### src/hw/rtl/srs_pkg.sv
package srs_pkg;

	localparam int DEF_NUM_SETS       = 2048;
	localparam int DEF_NUM_WAYS       = 16;
	localparam int DEF_RRPV_WIDTH     = 2;
	localparam int DEF_SIG_WIDTH      = 10;
	localparam int DEF_COUNTER_WIDTH  = 3;
	localparam int DEF_STREAM_ENTRIES = 1024;

	localparam int BLK_W    = 42;
	localparam int STRIDE_W = 43;
	localparam int REP_W    = 2;
	// valid, last block, last stride, repeat count
	localparam int STREAM_W = 1 + BLK_W + STRIDE_W + REP_W;

	localparam int PADDR_W = 3;

	// register decode on the word address bit
	localparam logic REG_REUSE_THRESHOLD    = 1'b0;
	localparam logic REG_STREAM_MIN_REPEATS = 1'b1;

	localparam logic [2:0] THRESH_RESET  = 3'd3;
	localparam logic [1:0] MINREP_RESET  = 2'd2;
	localparam logic [1:0] REP_SAT       = 2'd3;

	typedef struct packed {
		logic clr;
		logic load;
		logic calc;
		logic rd;
		logic ex1;
		logic ex2;
		logic emit;
	} cmd_t;

	typedef struct packed {
		logic clr_done;
		logic miss_fill;
	} status_t;

endpackage

### src/hw/rtl/srs_ctrl.sv
module srs_ctrl (
	input  logic             clk,
	input  logic             arst_n,
	input  logic             start,
	input  srs_pkg::status_t status,
	output srs_pkg::cmd_t    cmd,
	output logic             busy
);

	import srs_pkg::*;

	localparam logic [2:0] S_IDLE = 3'd0;
	localparam logic [2:0] S_CLR  = 3'd1;
	localparam logic [2:0] S_IDX  = 3'd2;
	localparam logic [2:0] S_RD   = 3'd3;
	localparam logic [2:0] S_EX1  = 3'd4;
	localparam logic [2:0] S_EX2  = 3'd5;

	logic [2:0] state_q;
	logic [2:0] state_d;

	always_comb begin
		state_d = state_q;
		unique case (state_q)
			S_CLR: begin
				if (status.clr_done) state_d = S_IDLE;
			end
			S_IDLE: begin
				if (start) state_d = S_IDX;
			end
			S_IDX: state_d = S_RD;
			S_RD:  state_d = S_EX1;
			S_EX1: begin
				state_d = status.miss_fill ? S_EX2 : S_IDLE;
			end
			S_EX2: state_d = S_IDLE;
			default: state_d = S_IDLE;
		endcase
	end

	always_ff @(posedge clk or negedge arst_n) begin
		if (!arst_n) begin
			state_q <= S_CLR;
		end else begin
			state_q <= state_d;
		end
	end

	assign busy     = (state_q != S_IDLE);
	assign cmd.clr  = (state_q == S_CLR);
	assign cmd.load = (state_q == S_IDLE) && start;
	assign cmd.calc = (state_q == S_IDX);
	assign cmd.rd   = (state_q == S_RD);
	assign cmd.ex1  = (state_q == S_EX1);
	assign cmd.ex2  = (state_q == S_EX2);
	assign cmd.emit = ((state_q == S_EX1) && !status.miss_fill) || (state_q == S_EX2);

	a_emit_in_exec: assert property (@(posedge clk) disable iff (!arst_n)
		cmd.emit |-> (state_q == S_EX1 || state_q == S_EX2))
		else $error("result emitted outside execute");

	a_ex2_after_ex1: assert property (@(posedge clk) disable iff (!arst_n)
		(state_q == S_EX2) |-> ($past(state_q) == S_EX1 && $past(status.miss_fill)))
		else $error("second execute cycle without a miss fill");

	a_no_accept_in_clear: assert property (@(posedge clk) disable iff (!arst_n)
		(state_q == S_CLR) |=> (state_q == S_CLR || state_q == S_IDLE))
		else $error("transaction started during clearing pass");

endmodule

### config.mk
export PLATFORM = sky130hd
export DESIGN_NAME = srs_ctrl
export DESIGN_NICKNAME = d
export VERILOG_FILES = /design/src/hw/rtl/srs_pkg.sv /design/src/hw/rtl/srs_ctrl.sv
export SDC_FILE = /design/constraint.sdc
export NUM_CORES = 1
export LEC_CHECK = 0
export ABC_AREA = 1
export BUFFER_PORTS_ARGS = -buffer_cell sky130_fd_sc_hd__buf_2
export CAP_MARGIN = 0
export CORE_AREA = 4 4 41 43
export DETAILED_ROUTE_END_ITERATION = 12
export DIE_AREA = 0 0 45 47
export PLACE_DENSITY = 0.48
export SLEW_MARGIN = 40
export SYNTH_ARGS = -nofsm -noshare
export SYNTH_HDL_FRONTEND = slang
export SYNTH_SLANG_ARGS = --single-unit
### constraint.sdc
create_clock -name clk -period 1.05 [get_ports clk]
set_clock_uncertainty 0.15 [all_clocks]
set_input_delay 0.21 -clock clk [delete_from_list [all_inputs] [get_ports clk]]
set_output_delay 0.21 -clock clk [all_outputs]
set_load 0.03 [all_outputs]
==> qor.txt <==
Outcome: finished, violations left
Failing checks: negative setup slack
# diodes: 0
Most common cell in the netlist: inv_1
Post-route ant nets: 0
Clock sinks: 3
Synthesis-to-finish area growth: 131%
Area of the multi-input gates: 163 µm²
Synth warn: 0
Final setup margin: -0.571 ns
Final min period: 1.62 ns
FILL cells: 144
Global-route wire length before repair: 1.48 mm
Startpoint types: flip-flop
Largest net degree at the start of global routing: 9
# rows: 13
Core area: 1300 µm²
EDFF count, synth: 0
Die Y: 47 µm
Total grt overflow: 0
DP Cell Count: 64
Worst EP required: 0.69 ns
Leak: 0.268 nW
Num ports: 13
# port buffers: 12
1st-pass router iterations: 1
Power Total: 2.03 mW
Largest Register: state_q
Worst-skew pair later-pin latency: 0.24 ns
Max-Slew Margin vs Limit: 0.838
Fmax: 0.617 GHz
WL/cell: 11.2 µm
Largest registers: state_q (3)
# DRC: 0
Cell Area, Synth: 231 µm²
Post-route clock period utilization: 1.54
Max-capacitance violation count: 0
Mapped Nets: 34
Reg2reg setup slack: -0.38 ns
Total wire length: 827 µm
Clk buf depth: 2
Post-synthesis cell type count: 17
Vias in the first global route: 365
Layout cells sized above 1: 0.847
Synth Instances: 29
Placed inst area: 399 µm²
Synth area leader: dfrtp_1
Syn Area/Cell: 7.98 µm²
Initial core utilization: 0.178
Worst slew pin tran: 0.243 ns
Gp weighted congestion: 0.732
Min Hold Slack: 0.0818 ns
CTS tree: done
Final #Nets: 65
CP Launch Point: state_q[0]
FF-to-FF End: state_q[1]
Chip width: 45 µm
RSZ-0062 raised after global routing: true
Worst IR Drop VDD: 1.71 mV
Primary FF master, synth: dfrtp_1
Post-synthesis sequential area ratio: 0.330
Worst Setup EP: cmd[0]
Finished Cell Area: 536 µm²
Post-detail-place hpwl: 562 µm
Start of the worst register-to-register path: state_q[0]
Endpoints failing hold: 0
Area contributors post-synth: dfrtp_1, dfstp_2, nand3_2, inv_1, a211oi_2
Clock root cell: clkbuf_4
Vias: 308
Reg area: 78.8 µm²
Flops & latches, synth: 3
Drt first-iter violations: 0
Final Instance Count excl. Fillers: 74
Max reg flops: 3
Kind of critical path: flip-flop to output port
CP endpoint kind: output port
Worst-path clk slew: 0.04 ns
Antenna violations before repair: 0
Ys async rst share: 1.00
Final Setup Violations: 11
CP arrival: 1.26 ns
Pwr dens: 3800 nW/µm²
Hold/Removal Path Class: input pin to flip-flop
Die area: 2120 µm²
Via/cell ratio: 4.16
Synth cell count leaders: inv_1, inv_2, nand2_1
R2R depth: 7
Yosys top cell area share: 0.216
Cts bufs inserted: 3
Gr usage total: 0.109
H-tree depth: 1
Max Fanout on Critical Path: 5
Slew Limit Fails: 0
## critical path, cell delays in order, from the launching register on
cell,delay [ns]
dfstp_2,0.56
inv_4,0.06
a211oi_4,0.23
buf_6,0.16
## per-layer routing
layer	vias to the layer above	share of wire	GRT usage
met5	-	0	0
met4	0	0.059	0.140
met3	4	0.089	0.0421
met2	12	0.51	0.178
met1	141	0.34	0.0920
li1	151	-	-
## where the power goes
part           internal [mW]  switching [mW]  total (mW)
Sequential             0.197           0.138       0.335
Clock                  0.143          0.0678       0.211
Combinational          0.725           0.764        1.49
## cell families (layout without fill, tap and decap cells)
group	count (synthesis)	count (layout)	synth area share
AND/OR/NAND/NOR	16	16	0.432
AO/OA/AOI/OAI	2	2	0.0756
flip-flops	3	3	0.330
buffers and inverters	8	38	0.162
## placed cells by master (no fill, tap or decap)
cell type       n
buf_2           4
nor3_2          3
clkbuf_1        1
o21ai_1         1
clkbuf_4        3
inv_4           2
dlygate4sd3_1   1
a211oi_4        1
buf_6           6
inv_1           3
buf_4          16
nand2_1         1
nand3_2         3
dfstp_2         1
nand4_1         1
nor2_2          1
inv_2           2
nor2_1          1
nand2_4         1
dfrtp_2         2
nand2_2         2
nor2_4          3
## cell type report
| class | instances | share of cell area |
|---|---|---|
| repair buffers | 27 | 0.407 |
| multi-input cells | 18 | 0.304 |
| flip-flops and latches | 3 | 0.147 |
| inverters | 7 | 0.0584 |
| clock buffers | 4 | 0.0491 |
| well taps | 15 | 0.0350 |
## worst min path at each step
| stage | from | endpoint | slack, ns | depth (start not counted) |
|---|---|---|---|---|
| 3_3_place_gp | arst_n | state_q[1] | -0.14 | 1 |
| 4_1_cts | status[1] | state_q[0] | 0.07 | 4 |
| 2_1_floorplan | arst_n | state_q[1] | -0.24 | 0 |
| 6_report | status[1] | state_q[0] | 0.08 | 4 |
| 5_1_grt | status[1] | state_q[0] | 0.09 | 4 |
| 3_5_place_dp | arst_n | state_q[1] | -0.14 | 1 |
## through the flow
stage / util / setup WS (ns) / TNS [ns]
floorplan: - / -0.333 / -2.08
global placement: 0.307 / -0.342 / -2.95
detailed placement: 0.307 / -0.391 / -2.96
CTS: 0.409 / -0.566 / -4.86
global route: 0.412 / -0.616 / -5.47
finish: 0.412 / -0.571 / -4.96
## what timing repair did
item	in CTS	in global routing
hold endpoints to repair	3	0
setup endpoints to repair	11	11
pin swaps	5	5
gates cloned	0	0
buffers inserted	6	1
resized for setup	19	2
hold buffers	1	0
No activity file was read; power rests on OpenSTA's default activity.
